### config.mk
export PLATFORM = sky130hd
export DESIGN_NAME = seven_segment_decimal_display_driver
export DESIGN_NICKNAME = d
export VERILOG_FILES = /design/src/hdl/ssd_pkg.sv /design/src/hdl/ssd_front.sv /design/src/hdl/ssd_queue.sv /design/src/hdl/ssd_back.sv /design/src/hdl/seven_segment_decimal_display_driver.sv
export SDC_FILE = /design/constraint.sdc
export NUM_CORES = 1
export LEC_CHECK = 0
export BUFFER_PORTS_ARGS = -buffer_cell sky130_fd_sc_hd__buf_2
export CAP_MARGIN = 0
export CORE_ASPECT_RATIO = 0.7
export CORE_MARGIN = 2
export CORE_UTILIZATION = 61
export CTS_BUF_LIST = sky130_fd_sc_hd__clkbuf_4 sky130_fd_sc_hd__clkbuf_8 sky130_fd_sc_hd__clkbuf_16
export CTS_CLUSTER_SIZE = 10
export DETAILED_ROUTE_END_ITERATION = 8
export PLACE_DENSITY = 0.82
export SYNTH_ARGS = -nofsm -noshare
export SYNTH_HDL_FRONTEND = slang
export SYNTH_SLANG_ARGS = --single-unit
### constraint.sdc
create_clock -name clk -period 9.7 [get_ports clk]
set_clock_uncertainty 0.15 [all_clocks]
set_input_delay 2.425 -clock clk [delete_from_list [all_inputs] [get_ports clk]]
set_output_delay 2.425 -clock clk [all_outputs]
set_load 0.01 [all_outputs]
### src/hdl/ssd_pkg.sv
`timescale 1ns / 1ps
// ----------------------------------------------------------------------------
// Seven-segment display driver package
// Shared types, constants and the digit-to-segment map for the display driver.
// ----------------------------------------------------------------------------
package ssd_pkg;

  // Buffer geometry.
  localparam int ROW_COUNT   = 8;
  localparam int ROW_IDX_W   = (ROW_COUNT > 1) ? $clog2(ROW_COUNT) : 1;
  localparam int FRAME_COUNT = 5 + ROW_COUNT;
  localparam int FRAME_W     = $clog2(FRAME_COUNT);

  // Command queue between the front and back parts.
  localparam int QUEUE_DEPTH = 2;
  localparam int QUEUE_PTR_W = $clog2(QUEUE_DEPTH);
  localparam int QUEUE_CNT_W = $clog2(QUEUE_DEPTH + 1);

  // Operation codes.
  localparam logic [1:0] OP_CLEAR   = 2'd0;
  localparam logic [1:0] OP_PRINT   = 2'd1;
  localparam logic [1:0] OP_REFRESH = 2'd2;

  // Display controller register addresses.
  localparam logic [3:0] ADDR_DECODE    = 4'h9;
  localparam logic [3:0] ADDR_INTENSITY = 4'hA;
  localparam logic [3:0] ADDR_SCANLIMIT = 4'hB;
  localparam logic [3:0] ADDR_SHUTDOWN  = 4'hC;
  localparam logic [3:0] ADDR_DISPTEST  = 4'hF;

  // Configuration register indexes (taken from paddr bit 2).
  localparam logic REG_BRIGHTNESS = 1'b0;
  localparam logic REG_SCAN_LIMIT = 1'b1;

  // Reciprocal of ten for exact division of 16-bit values.
  localparam logic [15:0] RECIP_TEN  = 16'd52429;
  localparam int          RECIP_SHFT = 19;

  typedef struct packed {
    logic [1:0]  operation;
    logic [15:0] number;
    logic [2:0]  end_position;
  } in_item_t;

  typedef struct packed {
    logic [3:0] register_address;
    logic [7:0] register_data;
    logic       last_frame;
  } out_item_t;

  // Settings seen by the back part.
  typedef struct packed {
    logic [3:0] brightness;
    logic [2:0] scan_limit;
  } cfg_t;

  // Queue write side.
  typedef struct packed {
    logic     push;
    in_item_t item;
  } push_t;

  // Queue read side.
  typedef struct packed {
    logic     valid;
    in_item_t item;
  } head_t;

  // Segment pattern of one decimal digit; bit 6 is segment A.
  function automatic logic [7:0] seg_of_digit(input logic [3:0] digit);
    logic [7:0] seg;
    case (digit)
      4'd0:    seg = 8'b0111_1110;
      4'd1:    seg = 8'b0011_0000;
      4'd2:    seg = 8'b0110_1101;
      4'd3:    seg = 8'b0111_1001;
      4'd4:    seg = 8'b0011_0011;
      4'd5:    seg = 8'b0101_1011;
      4'd6:    seg = 8'b0101_1111;
      4'd7:    seg = 8'b0111_0010;
      4'd8:    seg = 8'b0111_1111;
      4'd9:    seg = 8'b0111_1011;
      default: seg = 8'h00;
    endcase
    return seg;
  endfunction

endpackage

### src/hdl/ssd_front.sv
`timescale 1ns / 1ps
// ----------------------------------------------------------------------------
// Display driver front end
// Accepts input transactions, drops unused operation codes and hands the
// rest to the command queue through a holding register.
// ----------------------------------------------------------------------------
module ssd_front (
  input  logic             clk,
  input  logic             rst_n,
  input  logic             in_valid,
  output logic             in_stall,
  input  ssd_pkg::in_item_t in_data,
  input  logic             queue_full,
  output ssd_pkg::push_t   push
);

  logic              hold_valid_r, hold_valid_nxt;
  ssd_pkg::in_item_t hold_item_r;
  logic              accept;
  logic              known_op;
  logic              push_ok;

  // The holding register drains into the queue whenever there is room.
  assign push_ok  = hold_valid_r && !queue_full;
  assign in_stall = hold_valid_r && queue_full;
  assign accept   = in_valid && !in_stall;

  // Only clear, print and refresh carry any work.
  always_comb begin
    unique case (in_data.operation)
      ssd_pkg::OP_CLEAR, ssd_pkg::OP_PRINT, ssd_pkg::OP_REFRESH: known_op = 1'b1;
      default:                                                   known_op = 1'b0;
    endcase
  end

  always_comb begin
    hold_valid_nxt = hold_valid_r;
    if (push_ok) begin
      hold_valid_nxt = 1'b0;
    end
    if (accept && known_op) begin
      hold_valid_nxt = 1'b1;
    end
  end

  always_ff @(posedge clk) begin
    if (!rst_n) begin
      hold_valid_r <= 1'b0;
    end else begin
      hold_valid_r <= hold_valid_nxt;
    end
  end

  always_ff @(posedge clk) begin
    if (accept && known_op) begin
      hold_item_r <= in_data;
    end
  end

  assign push.push = push_ok;
  assign push.item = hold_item_r;

endmodule

### src/hdl/ssd_queue.sv
`timescale 1ns / 1ps
// ----------------------------------------------------------------------------
// Display driver command queue
// Short first-in first-out queue that decouples the front end from the
// back end.
// ----------------------------------------------------------------------------
module ssd_queue (
  input  logic           clk,
  input  logic           rst_n,
  input  ssd_pkg::push_t push,
  output logic           full,
  output ssd_pkg::head_t head,
  input  logic           pop
);

  ssd_pkg::in_item_t                     entry_r [ssd_pkg::QUEUE_DEPTH];
  logic [ssd_pkg::QUEUE_PTR_W-1:0]       wr_ptr_r, wr_ptr_nxt;
  logic [ssd_pkg::QUEUE_PTR_W-1:0]       rd_ptr_r, rd_ptr_nxt;
  logic [ssd_pkg::QUEUE_CNT_W-1:0]       count_r, count_nxt;
  logic                                  do_push;
  logic                                  do_pop;

  assign full    = (count_r == ssd_pkg::QUEUE_CNT_W'(ssd_pkg::QUEUE_DEPTH));
  assign do_push = push.push && !full;
  assign do_pop  = pop && (count_r != '0);

  // Pointer and occupancy bookkeeping.
  always_comb begin
    wr_ptr_nxt = wr_ptr_r;
    rd_ptr_nxt = rd_ptr_r;
    count_nxt  = count_r;
    if (do_push) begin
      wr_ptr_nxt = (wr_ptr_r == ssd_pkg::QUEUE_PTR_W'(ssd_pkg::QUEUE_DEPTH - 1)) ?
                   '0 : wr_ptr_r + 1'b1;
    end
    if (do_pop) begin
      rd_ptr_nxt = (rd_ptr_r == ssd_pkg::QUEUE_PTR_W'(ssd_pkg::QUEUE_DEPTH - 1)) ?
                   '0 : rd_ptr_r + 1'b1;
    end
    if (do_push && !do_pop) begin
      count_nxt = count_r + 1'b1;
    end else if (do_pop && !do_push) begin
      count_nxt = count_r - 1'b1;
    end
  end

  always_ff @(posedge clk) begin
    if (!rst_n) begin
      wr_ptr_r <= '0;
      rd_ptr_r <= '0;
      count_r  <= '0;
    end else begin
      wr_ptr_r <= wr_ptr_nxt;
      rd_ptr_r <= rd_ptr_nxt;
      count_r  <= count_nxt;
    end
  end

  always_ff @(posedge clk) begin
    if (do_push) begin
      entry_r[wr_ptr_r] <= push.item;
    end
  end

  assign head.valid = (count_r != '0);
  assign head.item  = entry_r[rd_ptr_r];

endmodule

### src/hdl/ssd_back.sv
`timescale 1ns / 1ps
// ----------------------------------------------------------------------------
// Display driver back end
// Holds the segment buffer and carries out clear, print and refresh
// commands taken from the queue; refresh frames leave through an output
// register.
// ----------------------------------------------------------------------------
module ssd_back (
  input  logic               clk,
  input  logic               rst_n,
  input  ssd_pkg::head_t     head,
  output logic               pop,
  input  ssd_pkg::cfg_t      cfg,
  output logic               out_valid,
  input  logic               out_stall,
  output ssd_pkg::out_item_t out_data
);

  localparam logic [1:0] ST_IDLE    = 2'd0;
  localparam logic [1:0] ST_PRINT   = 2'd1;
  localparam logic [1:0] ST_REFRESH = 2'd2;

  logic [1:0]                    state_r, state_nxt;
  logic [7:0]                    rows_r [ssd_pkg::ROW_COUNT];
  logic [15:0]                   num_r, num_nxt;
  logic [2:0]                    pos_r, pos_nxt;
  logic [ssd_pkg::FRAME_W-1:0]   frame_r, frame_nxt;
  logic                          out_valid_r, out_valid_nxt;
  ssd_pkg::out_item_t            out_data_r;

  logic [31:0]                   recip_prod;
  logic [15:0]                   quot;
  logic [15:0]                   rem_full;
  logic [3:0]                    digit;
  logic                          row_write;
  logic                          rows_clear;
  logic                          frame_load;
  logic                          frame_last;
  logic [ssd_pkg::FRAME_W-1:0]   row_sel;
  ssd_pkg::out_item_t            frame;

  // One decimal digit per cycle: quotient by reciprocal multiply.
  assign recip_prod = num_r * ssd_pkg::RECIP_TEN;
  assign quot       = 16'(recip_prod >> ssd_pkg::RECIP_SHFT);
  assign rem_full   = num_r - ((quot << 3) + (quot << 1));
  assign digit      = rem_full[3:0];
  assign row_write  = (state_r == ST_PRINT) && (int'(pos_r) < ssd_pkg::ROW_COUNT);

  // Frame contents by position in the refresh sequence.
  assign row_sel    = ssd_pkg::FRAME_W'(ssd_pkg::ROW_COUNT + 4) - frame_r;
  assign frame_last = (frame_r == ssd_pkg::FRAME_W'(ssd_pkg::FRAME_COUNT - 1));

  always_comb begin
    frame.last_frame = frame_last;
    case (frame_r)
      ssd_pkg::FRAME_W'(0): begin
        frame.register_address = ssd_pkg::ADDR_DECODE;
        frame.register_data    = 8'h00;
      end
      ssd_pkg::FRAME_W'(1): begin
        frame.register_address = ssd_pkg::ADDR_INTENSITY;
        frame.register_data    = {4'h0, cfg.brightness};
      end
      ssd_pkg::FRAME_W'(2): begin
        frame.register_address = ssd_pkg::ADDR_SCANLIMIT;
        frame.register_data    = {5'h00, cfg.scan_limit};
      end
      ssd_pkg::FRAME_W'(3): begin
        frame.register_address = ssd_pkg::ADDR_SHUTDOWN;
        frame.register_data    = 8'h01;
      end
      ssd_pkg::FRAME_W'(4): begin
        frame.register_address = ssd_pkg::ADDR_DISPTEST;
        frame.register_data    = 8'h00;
      end
      default: begin
        frame.register_address = 4'(frame_r - ssd_pkg::FRAME_W'(4));
        frame.register_data    = rows_r[row_sel[ssd_pkg::ROW_IDX_W-1:0]];
      end
    endcase
  end

  assign frame_load = (state_r == ST_REFRESH) && (!out_valid_r || !out_stall);
  assign pop        = (state_r == ST_IDLE) && head.valid;
  assign rows_clear = pop && (head.item.operation == ssd_pkg::OP_CLEAR);

  // Command sequencer.
  always_comb begin
    state_nxt     = state_r;
    num_nxt       = num_r;
    pos_nxt       = pos_r;
    frame_nxt     = frame_r;
    out_valid_nxt = out_valid_r;
    if (out_valid_r && !out_stall) begin
      out_valid_nxt = 1'b0;
    end
    unique case (state_r)
      ST_IDLE: begin
        if (pop) begin
          num_nxt   = head.item.number;
          pos_nxt   = head.item.end_position;
          frame_nxt = '0;
          if (head.item.operation == ssd_pkg::OP_PRINT) begin
            state_nxt = ST_PRINT;
          end else if (head.item.operation == ssd_pkg::OP_REFRESH) begin
            state_nxt = ST_REFRESH;
          end
        end
      end
      ST_PRINT: begin
        num_nxt = quot;
        pos_nxt = pos_r - 1'b1;
        if (quot == '0 || pos_r == '0) begin
          state_nxt = ST_IDLE;
        end
      end
      ST_REFRESH: begin
        if (frame_load) begin
          out_valid_nxt = 1'b1;
          frame_nxt     = frame_r + 1'b1;
          if (frame_last) begin
            state_nxt = ST_IDLE;
          end
        end
      end
      default: begin
        state_nxt = ST_IDLE;
      end
    endcase
  end

  always_ff @(posedge clk) begin
    if (!rst_n) begin
      state_r     <= ST_IDLE;
      out_valid_r <= 1'b0;
      frame_r     <= '0;
    end else begin
      state_r     <= state_nxt;
      out_valid_r <= out_valid_nxt;
      frame_r     <= frame_nxt;
    end
  end

  always_ff @(posedge clk) begin
    num_r <= num_nxt;
    pos_r <= pos_nxt;
    if (frame_load) begin
      out_data_r <= frame;
    end
  end

  // Segment buffer: cleared by reset and by the clear command.
  always_ff @(posedge clk) begin
    if (!rst_n || rows_clear) begin
      for (int i = 0; i < ssd_pkg::ROW_COUNT; i++) begin
        rows_r[i] <= 8'h00;
      end
    end else if (row_write) begin
      rows_r[pos_r[ssd_pkg::ROW_IDX_W-1:0]] <= ssd_pkg::seg_of_digit(digit);
    end
  end

  assign out_valid = out_valid_r;
  assign out_data  = out_data_r;

endmodule

### src/hdl/seven_segment_decimal_display_driver.sv
`timescale 1ns / 1ps
// ----------------------------------------------------------------------------
// Seven-segment decimal display driver
// Keeps an eight-row segment buffer, prints decimal numbers into it and
// emits the register frames that refresh a display controller.
//
//   Channel  Direction  Handshake             Payload
//   in_      input      in_valid / in_stall   operation, number, end_position
//   out_     output     out_valid / out_stall register_address, register_data,
//                                             last_frame
//   cfg_     input      APB psel / penable    brightness, scan_limit
//
// A transaction passes a holding register and a two-entry queue before the back
// end takes it. A clear needs nothing beyond being taken; print writes one digit
// per cycle (one to five digits, fewer when the digits run past row zero) and
// refresh sends thirteen frames, one per cycle through the output register
// while the output does not stall.
// Reset is synchronous and clears the buffer and the queue.
// A stall on the output holds the refresh sequence; the queue lets the
// input keep taking transactions until it fills.
// ----------------------------------------------------------------------------
module seven_segment_decimal_display_driver (
  input  logic               clk,
  input  logic               rst_n,
  input  logic               in_valid,
  output logic               in_stall,
  input  ssd_pkg::in_item_t  in_data,
  output logic               out_valid,
  input  logic               out_stall,
  output ssd_pkg::out_item_t out_data,
  input  logic               psel,
  input  logic               penable,
  input  logic               pwrite,
  input  logic [2:0]         paddr,
  input  logic [31:0]        pwdata,
  output logic [31:0]        prdata,
  output logic               pready
);

  logic [3:0]     brightness_r;
  logic [2:0]     scan_limit_r;
  logic           cfg_write;
  ssd_pkg::cfg_t  cfg;
  ssd_pkg::push_t push;
  ssd_pkg::head_t head;
  logic           queue_full;
  logic           pop;

  // Configuration registers.
  assign pready    = 1'b1;
  assign cfg_write = psel && penable && pwrite;

  always_ff @(posedge clk) begin
    if (!rst_n) begin
      brightness_r <= 4'd1;
      scan_limit_r <= 3'd7;
    end else if (cfg_write) begin
      if (paddr[2] == ssd_pkg::REG_BRIGHTNESS) begin
        brightness_r <= pwdata[3:0];
      end else begin
        scan_limit_r <= pwdata[2:0];
      end
    end
  end

  always_comb begin
    case (paddr[2])
      ssd_pkg::REG_BRIGHTNESS: prdata = {28'h0, brightness_r};
      default:                 prdata = {29'h0, scan_limit_r};
    endcase
  end

  assign cfg.brightness = brightness_r;
  assign cfg.scan_limit = scan_limit_r;

  ssd_front u_front (
    .clk        (clk),
    .rst_n      (rst_n),
    .in_valid   (in_valid),
    .in_stall   (in_stall),
    .in_data    (in_data),
    .queue_full (queue_full),
    .push       (push)
  );

  ssd_queue u_queue (
    .clk   (clk),
    .rst_n (rst_n),
    .push  (push),
    .full  (queue_full),
    .head  (head),
    .pop   (pop)
  );

  ssd_back u_back (
    .clk       (clk),
    .rst_n     (rst_n),
    .head      (head),
    .pop       (pop),
    .cfg       (cfg),
    .out_valid (out_valid),
    .out_stall (out_stall),
    .out_data  (out_data)
  );

endmodule

==> impl_metrics.toml, run 1 <==
[outcome]
run_status = "completed"

[worst_setup_path]
r2r-end = "u_back.rows_r[7][0]"
cp-endpoint = "u_back.rows_r[7][0]"
worstSetupStartpoint = "u_back.num_r[0]"
start_kind = "flop"
cp_max_fo = 12
critical_path_class = "flop to flop"
critPathCaptureType = "flop"
r2r_cells = 27
required_ps = 9720
rrSetupSlack_ps = 1880
r2r-start = "u_back.num_r[0]"
arrival_ps = 7840

[sta]
slew_headroom_pct = 16.4
finalCritPeriodShare_pct = 80.6
setup-violations-final = 0
fin_crit_ps = 7820
rsz0062_at_grt = "false"
tns_ps = 0
slew_violations = 0
max_freq_ghz = 0.128
tightest_slew_ps = 1240
hold_violations = 0

[clock_tree]
post_cts_buffers = 0
cts_buffers = 17
htreeDepth = 4
cts-root-buf = "clkbuf_16"
clock_latency_ps = 440
tritoncts = "yes"
holdBufCountCts = 0
ctsResizeCount = 0
clkSinkCount = 170
ctsLongestPathBuffers = 2
cts.reportedPaths.clkPinSlew_ps = 80

[detailed_routing]
dr.pass1.iters = 6
drc = 0
wl_microns = 23600
ant_nets = 0
vias = 7526
via_per_inst = 5.47
drtIter0Drc = 693
wire_per_inst_microns = 17.2

[final_layout]
multi_input_area_sq_um = 6420
areaGrowthSynthToFinish_pct = 9.13
seq_area_sq_um = 4900
drive_above_1_share_pct = 11.9
antenna_cells = 0
postLayoutCoreUtil_pct = 67.4
nets = 1386
fillers = 1419

[die]
fp.dieH_microns = 122
ioPinCount = 111
die-area_sq_um = 21100
core_sq_um = 19700
dieWidth_microns = 173
num_rows = 43
start_util_pct = 61.8

[global_route]
grt_pass1_wl_microns = 39100
grt-ovfl-total = 0
first_global_vias = 7631
antenna_found_initial = 0
grt_max_degree = 40
grt_use_total_pct = 24.3

[placement]
hpwl_microns = 18600
place_congestion = 0.925
portBuffers = 50

[synth]
synth-async-reset-ratio_pct = 0
ys_types = 65
synth_enable_flop_cells = 150
syn-cell-area_sq_um = 12200
synth_seq_area_share_pct = 40.3
synth-main-ff-cell = "edfxtp_1"
syn_avg_cell_area_sq_um = 11.8
syn_inst = 1031
yosys_warnings = 0
synth-seq-cells = 170

[run]
drv_cap = 0

[min_path]
hp-class = "flop to flop"
hold_path_depth = 0
layout by cell type (no fill, tap or decap), drive strengths merged, types with 4 or more instances in the layout:
cell type,instances
a21boi,4
xor2,10
and2,6
xnor2,18
fa,80
dfxtp,20
a21oi,30
nor3,10
o31ai,9
nor2,84
nand3,10
nor2b,18
nand2,53
a21o,14
nand2b,4
o21a,6
ha,151
mux2i,30
clkinv,7
buf,59
conb,30
a211oi,8
inv,185
mux4,14
o211ai,6
o21ai,29
edfxtp,150
a31oi,6
clkbuf,17
and3,4
synth_stat cells, drive strengths merged (18+ instances only):
library cell | n | area share [%]
a21oi | 30 | 1.4
buf | 34 | 2.0
dfxtp | 20 | 3.3
edfxtp | 150 | 37
fa | 80 | 13
ha | 151 | 16
inv | 177 | 5.5
mux2i | 30 | 2.5
nand2 | 53 | 1.6
nor2 | 84 | 2.6
nor2b | 18 | 0.93
o21ai | 29 | 1.3
xnor2 | 18 | 1.4
per-layer routing:
metal | track usage, % | wire [microns] | part of all wire (%)
met3 | 7.55 | 2240 | 9.5
met4 | 6.51 | 374 | 1.6
met1 | 34.4 | 10800 | 46
met5 | 0 | 0 | 0
met2 | 36.6 | 10200 | 43
worst max-delay path, stage by stage, from the launching register on:
cell,delay (ps)
edfxtp_1,550
inv_1,160
ha_1,380
inv_1,130
ha_1,300
inv_1,50
fa_1,530
inv_1,50
fa_1,440
fa_1,520
inv_1,60
fa_1,540
inv_1,90
ha_1,350
a211oi_1,200
o21ai_1,140
a21oi_1,250
o21ai_2,110
a21oi_1,190
xor2_1,310
inv_1,90
ha_1,330
nand2_1,80
o2111ai_1,120
xnor3_1,730
xnor2_1,180
a21oi_2,410
nor2_1,100
how the worst min path moves through the flow:
stage                                start                     end  slack (ps)
after floorplan            u_front.push[0]   u_queue.entry_r[0][0]         270
after global placement    u_front.push[17]  u_queue.entry_r[0][17]         280
after detailed placement  u_front.push[14]  u_queue.entry_r[0][14]         280
after CTS                  u_front.push[1]   u_queue.entry_r[0][1]         300
after global routing      u_front.push[14]  u_queue.entry_r[1][14]         300
final                     u_front.push[14]  u_queue.entry_r[1][14]         290
final cells by class:
| type | count | area share [%] |
|---|---|---|
| clock buffers | 17 | 3.20 |
| clock inverters | 15 | 1.59 |
| inverters | 177 | 5.00 |
| multi-input cells | 667 | 48.3 |
| flip-flops and latches | 170 | 36.9 |
| well taps | 270 | 2.54 |
| repair buffers | 59 | 2.39 |
flip-flops by register name (all words and copies together), names as in the netlist, named ones only:
register / count
u_back.frame_r: 4
scan_limit_r: 3
u_front.hold_valid_r: 1
u_queue.count_r: 2
u_back.out_valid: 1
brightness_r: 4
u_queue.entry_r: 42
u_back.state_r: 2
u_back.rows_r: 56
u_back.num_r: 16
u_queue.wr_ptr_r: 1
u_front.push: 21
u_back.out_data: 12
u_queue.rd_ptr_r: 1
u_back.pos_r: 3
through the flow:
| stage | cells | worst slack [ps] | cell area (sq um) | hold WS, ps |
|---|---|---|---|---|
| 3_3_place_gp | 1343 | 2110 | 12600 | 275 |
| 2_1_floorplan | 1059 | 2960 | 12300 | 271 |
| 4_1_cts | 1375 | 1940 | 13300 | 297 |
| 6_report | 1375 | 1880 | 13300 | 295 |
| 5_1_grt | 1375 | 1490 | 13300 | 301 |
| 3_5_place_dp | 1343 | 2000 | 12600 | 281 |
kinds of logic (layout without fill, tap and decap cells):
logic type / Yosys count / in the layout / share of synthesized area [%]
xor+xnor: 29 / 29 / 2.26
fa+ha+maj: 231 / 231 / 28.7
compound gates: 126 / 126 / 7.81
flops: 170 / 170 / 40.3
buf+inv: 222 / 268 / 7.83
simple gates: 204 / 204 / 7.70
mux: 47 / 47 / 5.34
other cells: 2 / 30 / 0.0617
Power of run 1 is left out: the tool's default activity adds up to more than one toggle a clock period on the data nets, which glitch-free logic cannot reach.
==> run 2, diff against run 1 <==
ABC_AREA = 1   (was not set)
PLACE_DENSITY = 0.81   (was 0.82)
clock period = 7.8 ns   (was 9.7 ns; I/O delays follow)
==> run 2 against run 1 <==
  * Non-clock buffer count is 7 lower
  * Via count is 26% higher
  * Global-route usage is 2.8 points higher
  * Sequential share of layout area is 1.7 points lower
  * Routed wire length is 23% higher
  * Critical endpoint is now u_back.rows_r[1][0]
==> impl_metrics.toml, run 2 <==
[outcome]
run_status = "completed"

[worst_setup_path]
cp.depth = 29
critPathMaxStageDelay_ps = 550
cp_max_fo = 8
critPathCaptureType = "flop"
critical_path_class = "flop to flop"
start_kind = "flop"
crit_family = "adder cells"
crit_top_cell = "inv_1"
required_ps = 7820
cp_num_buf_inv = 9
arrival_ps = 7210
critPathSlowestCell = "edfxtp_1"
r2r_cells = 29

[detailed_routing]
ant_nets = 0
drtIter0Drc = 916
wire_per_inst_microns = 16.6
vias = 9495
dr.pass1.iters = 6
via_per_inst = 5.41
wl_microns = 29100
drc = 0

[sta]
tns_ps = 0
fin_crit_ps = 7190
max_freq_ghz = 0.139
slew_violations = 0
slew_headroom_pct = 25.5
finalCritPeriodShare_pct = 92.2
setup-violations-final = 0
hold_violations = 0
rsz0062_at_grt = "false"
tightest_slew_ps = 1120

[synth]
synth-async-reset-ratio_pct = 0
syn_inst = 1413
yosysMostFrequentCell = "inv_1"
synth_top_cells_by_area = "edfxtp_1, ha_1, fa_1"
yosysTopAreaCell = "edfxtp_1"
synth-seq-cells = 170
syn-cell-area_sq_um = 12900
synth-main-ff-cell = "edfxtp_1"
syn_avg_cell_area_sq_um = 9.13
yosys_warnings = 0
synth_enable_flop_cells = 150
synth_seq_area_share_pct = 38.0
synth.top_cell.area_share_pct = 34.9
synth_common_cells = "inv_1, nand2_1, ha_1"
ys_types = 44

[min_path]
hp-class = "flop to flop"
hold_path_depth = 0

[die]
num_rows = 44
core_sq_um = 20800
dieWidth_microns = 178
start_util_pct = 62.1
die-area_sq_um = 22300
fp.dieH_microns = 126
ioPinCount = 111

[global_route]
grt_pass1_wl_microns = 45600
grt_max_degree = 35
grt-ovfl-total = 0
antenna_found_initial = 0
first_global_vias = 8741
grt_use_total_pct = 27.1

[final_layout]
antenna_cells = 0
drive_above_1_share_pct = 8.66
seq_area_sq_um = 4900
areaGrowthSynthToFinish_pct = 8.02
largest_reg_flops = 56
nets = 1759
fillers = 1641
top_register = "u_back.rows_r"
layout_commonest_cell = "inv_1"
layout_common_cells = "inv_1, nand2_1, ha_1"
multi_input_area_sq_um = 6700

[clock_tree]
holdBufCountCts = 0
cts.reportedPaths.clkPinSlew_ps = 80
htreeDepth = 4
ctsLongestPathBuffers = 2
clock_latency_ps = 440
cts_buffers = 17
cts-root-buf = "clkbuf_16"
ctsResizeCount = 0
tritoncts = "yes"
post_cts_buffers = 0
clkSinkCount = 170

[placement]
place_congestion = 0.965
hpwl_microns = 23200
portBuffers = 50

[run]
drv_cap = 0
run 2: cell count changes after synthesis, sizes merged, moves of 29 or more:
| cell | previous run | this run |
|---|---|---|
| mux2i | 30 | 1 |
| nand3 | 10 | 40 |
| nand2 | 53 | 292 |
| inv | 177 | 293 |
| a21oi | 30 | 60 |
| nor2 | 84 | 145 |
run 2: per-layer routing:
metal  up-vias  GRT usage [%]  wire, microns
met4         0           6.17            401
met3        36           7.82           3610
met2       470           38.5          12100
li1       4575              -              -
met1      4414           41.2          13100
met5         -              0              0
run 2: path summary, 6_finish.rpt:
| check | startpoint | slack, ps | to |
|---|---|---|---|
| worst min-delay path | u_front.push[6] | 300 | u_queue.entry_r[1][6] |
| worst min register to register | u_front.push[6] | 300 | u_queue.entry_r[1][6] |
| worst max-delay path | u_back.num_r[3] | 610 | u_back.rows_r[1][0] |
| worst max register to register | u_back.num_r[3] | 610 | u_back.rows_r[1][0] |
run 2: stage by stage:
stage	area (sq um)	worst slack, ps	cells	hold WS [ps]	util (%)
floorplan	13000	1550	1441	271	-
global placement	13300	856	1722	272	64.2
detailed placement	13300	731	1722	283	64.2
CTS	13900	688	1754	301	67.1
global route	13900	338	1754	310	67.1
finish	13900	611	1754	297	67.1
run 2: cell type report:
cell class | instances | area share (%)
Multi-Input combinational cell | 929 | 48.1
Sequential cell | 170 | 35.2
Inverter | 295 | 7.97
Clock buffer | 17 | 3.05
Tap cell | 276 | 2.48
Timing Repair Buffer | 52 | 1.90
Clock inverter | 15 | 1.27
run 2: worst register-to-register path, delay by kind of cell, from the launching register on:
| family | cells | cell delay, ps |
|---|---|---|
| AOI/OAI and AO/OA | 2 | 460 |
| adders and majority gates | 8 | 3790 |
| buffers and inverters | 9 | 650 |
| DFF | 1 | 550 |
| and+or+nand+nor | 10 | 1310 |
run 2: kinds of logic after synthesis:
family                     count (synthesis)  synth area share [%]
and+or+nand+nor                          504                  16.0
adders and majority gates                231                  27.1
buffers and inverters                    342                  10.8
muxes                                      1                0.0776
DFF                                      170                  38.0
xor gates and xnor gates                  12                 0.873
AOI/OAI and AO/OA                        151                  7.03
other                                      2                0.0582
Power of run 2 is left out for the same reason.
==> run 3, diff against run 2 <==
ABC_AREA = not set   (was 1)
PLACE_DENSITY = 0.82   (was 0.81)
==> run 3 against run 2 <==
  * Design area fell by 4.0%
  * Setup slack got worse by 240 ps
  * Sequential cell count did not move
  * Core utilization rose by 0.77 points
==> impl_metrics.toml, run 3 (synthesis gave the netlist of run 1 again) <==
[clock_tree]
cts.reportedPaths.clkPinSlew_ps = 80
holdBufCountCts = 0
htreeDepth = 4
tritoncts = "yes"
cts-root-buf = "clkbuf_16"
clkSinkCount = 170
ctsLongestPathBuffers = 2
clock_latency_ps = 440
cts_buffers = 17

[final_layout]
layout_common_cells = "inv_1, ha_1, edfxtp_1"
top_register = "u_back.rows_r"
drive_above_1_share_pct = 12.8
multi_input_area_sq_um = 6430
layout_commonest_cell = "inv_1"
final_area_sq_um = 13400
nets = 1396
largest_reg_flops = 56
seq_area_sq_um = 4900
fillers = 1403
areaGrowthSynthToFinish_pct = 9.84

[die]
fp.dieH_microns = 122
core_sq_um = 19700
num_rows = 43
ioPinCount = 111
die-area_sq_um = 21100
dieWidth_microns = 173
start_util_pct = 61.8

[worst_setup_path]
crit_chain = "ha_1 -> xor2_1 -> ha_1 -> fa_1 -> fa_1 -> fa_1 -> inv_1 -> fa_1 -> inv_1 -> ha_1 -> a211oi_1 -> o21ai_1 -> a21oi_1 -> o21ai_2 -> a21oi_1 -> xor2_1 -> inv_1 -> ha_1 -> nand2_1 -> o2111ai_1 -> xnor3_2 -> buf_4 -> a31oi_4 -> nor2_1"
start_kind = "flop"
cp_num_buf_inv = 4
required_ps = 7820
rrSetupSlack_ps = 370
critPathMaxStageDelay_ps = 550
critPathCaptureType = "flop"
arrival_ps = 7450
r2r_cells = 24
crit_family = "adder cells"
critPathSlowestCell = "edfxtp_1"
critical_path_class = "flop to flop"
cp_max_fo = 8
cp.depth = 24

[sta]
finalCritPeriodShare_pct = 95.2
slew_headroom_pct = 14.5
hold_violations = 0
tns_ps = 0
max_freq_ghz = 0.135
rsz0062_at_grt = "false"
setup-violations-final = 0
fin_crit_ps = 7430
tightest_slew_ps = 1270
slew_violations = 0

[placement]
place_area_sq_um = 12700
portBuffers = 50
place_congestion = 0.917
hpwl_microns = 19200

[detailed_routing]
ant_nets = 0
dr.pass1.iters = 8
drtIter0Drc = 560
wl_microns = 24600
drc = 0
via_per_inst = 5.52
wire_per_inst_microns = 17.7
vias = 7646

[global_route]
grt_use_total_pct = 24.5
antenna_found_initial = 1
grt-ovfl-total = 0
grt_max_degree = 39
grt_pass1_wl_microns = 39100
first_global_vias = 7576

[run]
drv_cap = 0

[min_path]
hold_path_depth = 0
hp-class = "flop to flop"

[outcome]
run_status = "completed"
-- run 3: cell types whose count changed in the layout (fill, tap and decap cells not counted), moves of 14 or more --
cell     change
nor2_1      -57
nor2b_1     +17
o21ai_0     -28
nand3_1     -29
nand2_1    -225
a21oi_1     -31
mux2i_1     +29
buf_4       +17
inv_1      -108
mux4_2      +14
-- run 3: worst paths after layout --
check | startpoint | endpoint
worst max-delay path | u_back.num_r[1] | u_back.rows_r[5][3]
worst min-delay path | u_front.push[9] | u_queue.entry_r[0][9]
worst max register to register | u_back.num_r[1] | u_back.rows_r[5][3]
worst min register to register | u_front.push[9] | u_queue.entry_r[0][9]
-- run 3: what timing repair did --
action | in CTS | in global routing
setup endpoints to repair | 0 | 56
buffers inserted | 0 | 2
hold endpoints to repair | 0 | 0
gates resized for setup | 0 | 3
-- run 3: layout make-up --
cell class              instances  share of cell area [%]
multi-input cells             667                    48.1
flip-flops and latches        170                    36.7
inverters                     177                    4.97
clock buffers                  17                    3.18
repair buffers                 69                    2.94
well taps                     270                    2.53
clock inverters                15                    1.53
diodes                          1                  0.0187
-- run 3: worst reg2reg max path: cells and delay by family, from the launching register on --
kind | cells | cell delay (ps)
simple gates | 2 | 190
xor+xnor | 3 | 900
compound gates | 7 | 1330
buf+inv | 4 | 440
fa+ha+maj | 8 | 3600
flops | 1 | 550
-- run 3: metal layers --
layer | share of wire [%] | GRT usage (%)
met1 | 46 | 35.2
met3 | 8.9 | 7.37
met2 | 45 | 37.2
met5 | 0 | 0
met4 | 1.0 | 5.40
-- run 3: metrics by stage --
step	util, %	setup slack, ps	hold WS [ps]	std cells
finish	67.9	374	296	1386
floorplan	-	1060	271	1059
global placement	64.5	414	274	1351
CTS	67.7	238	297	1383
global route	67.9	3.37	303	1385
detailed placement	64.5	319	280	1351
Power of run 3 is left out for the same reason.
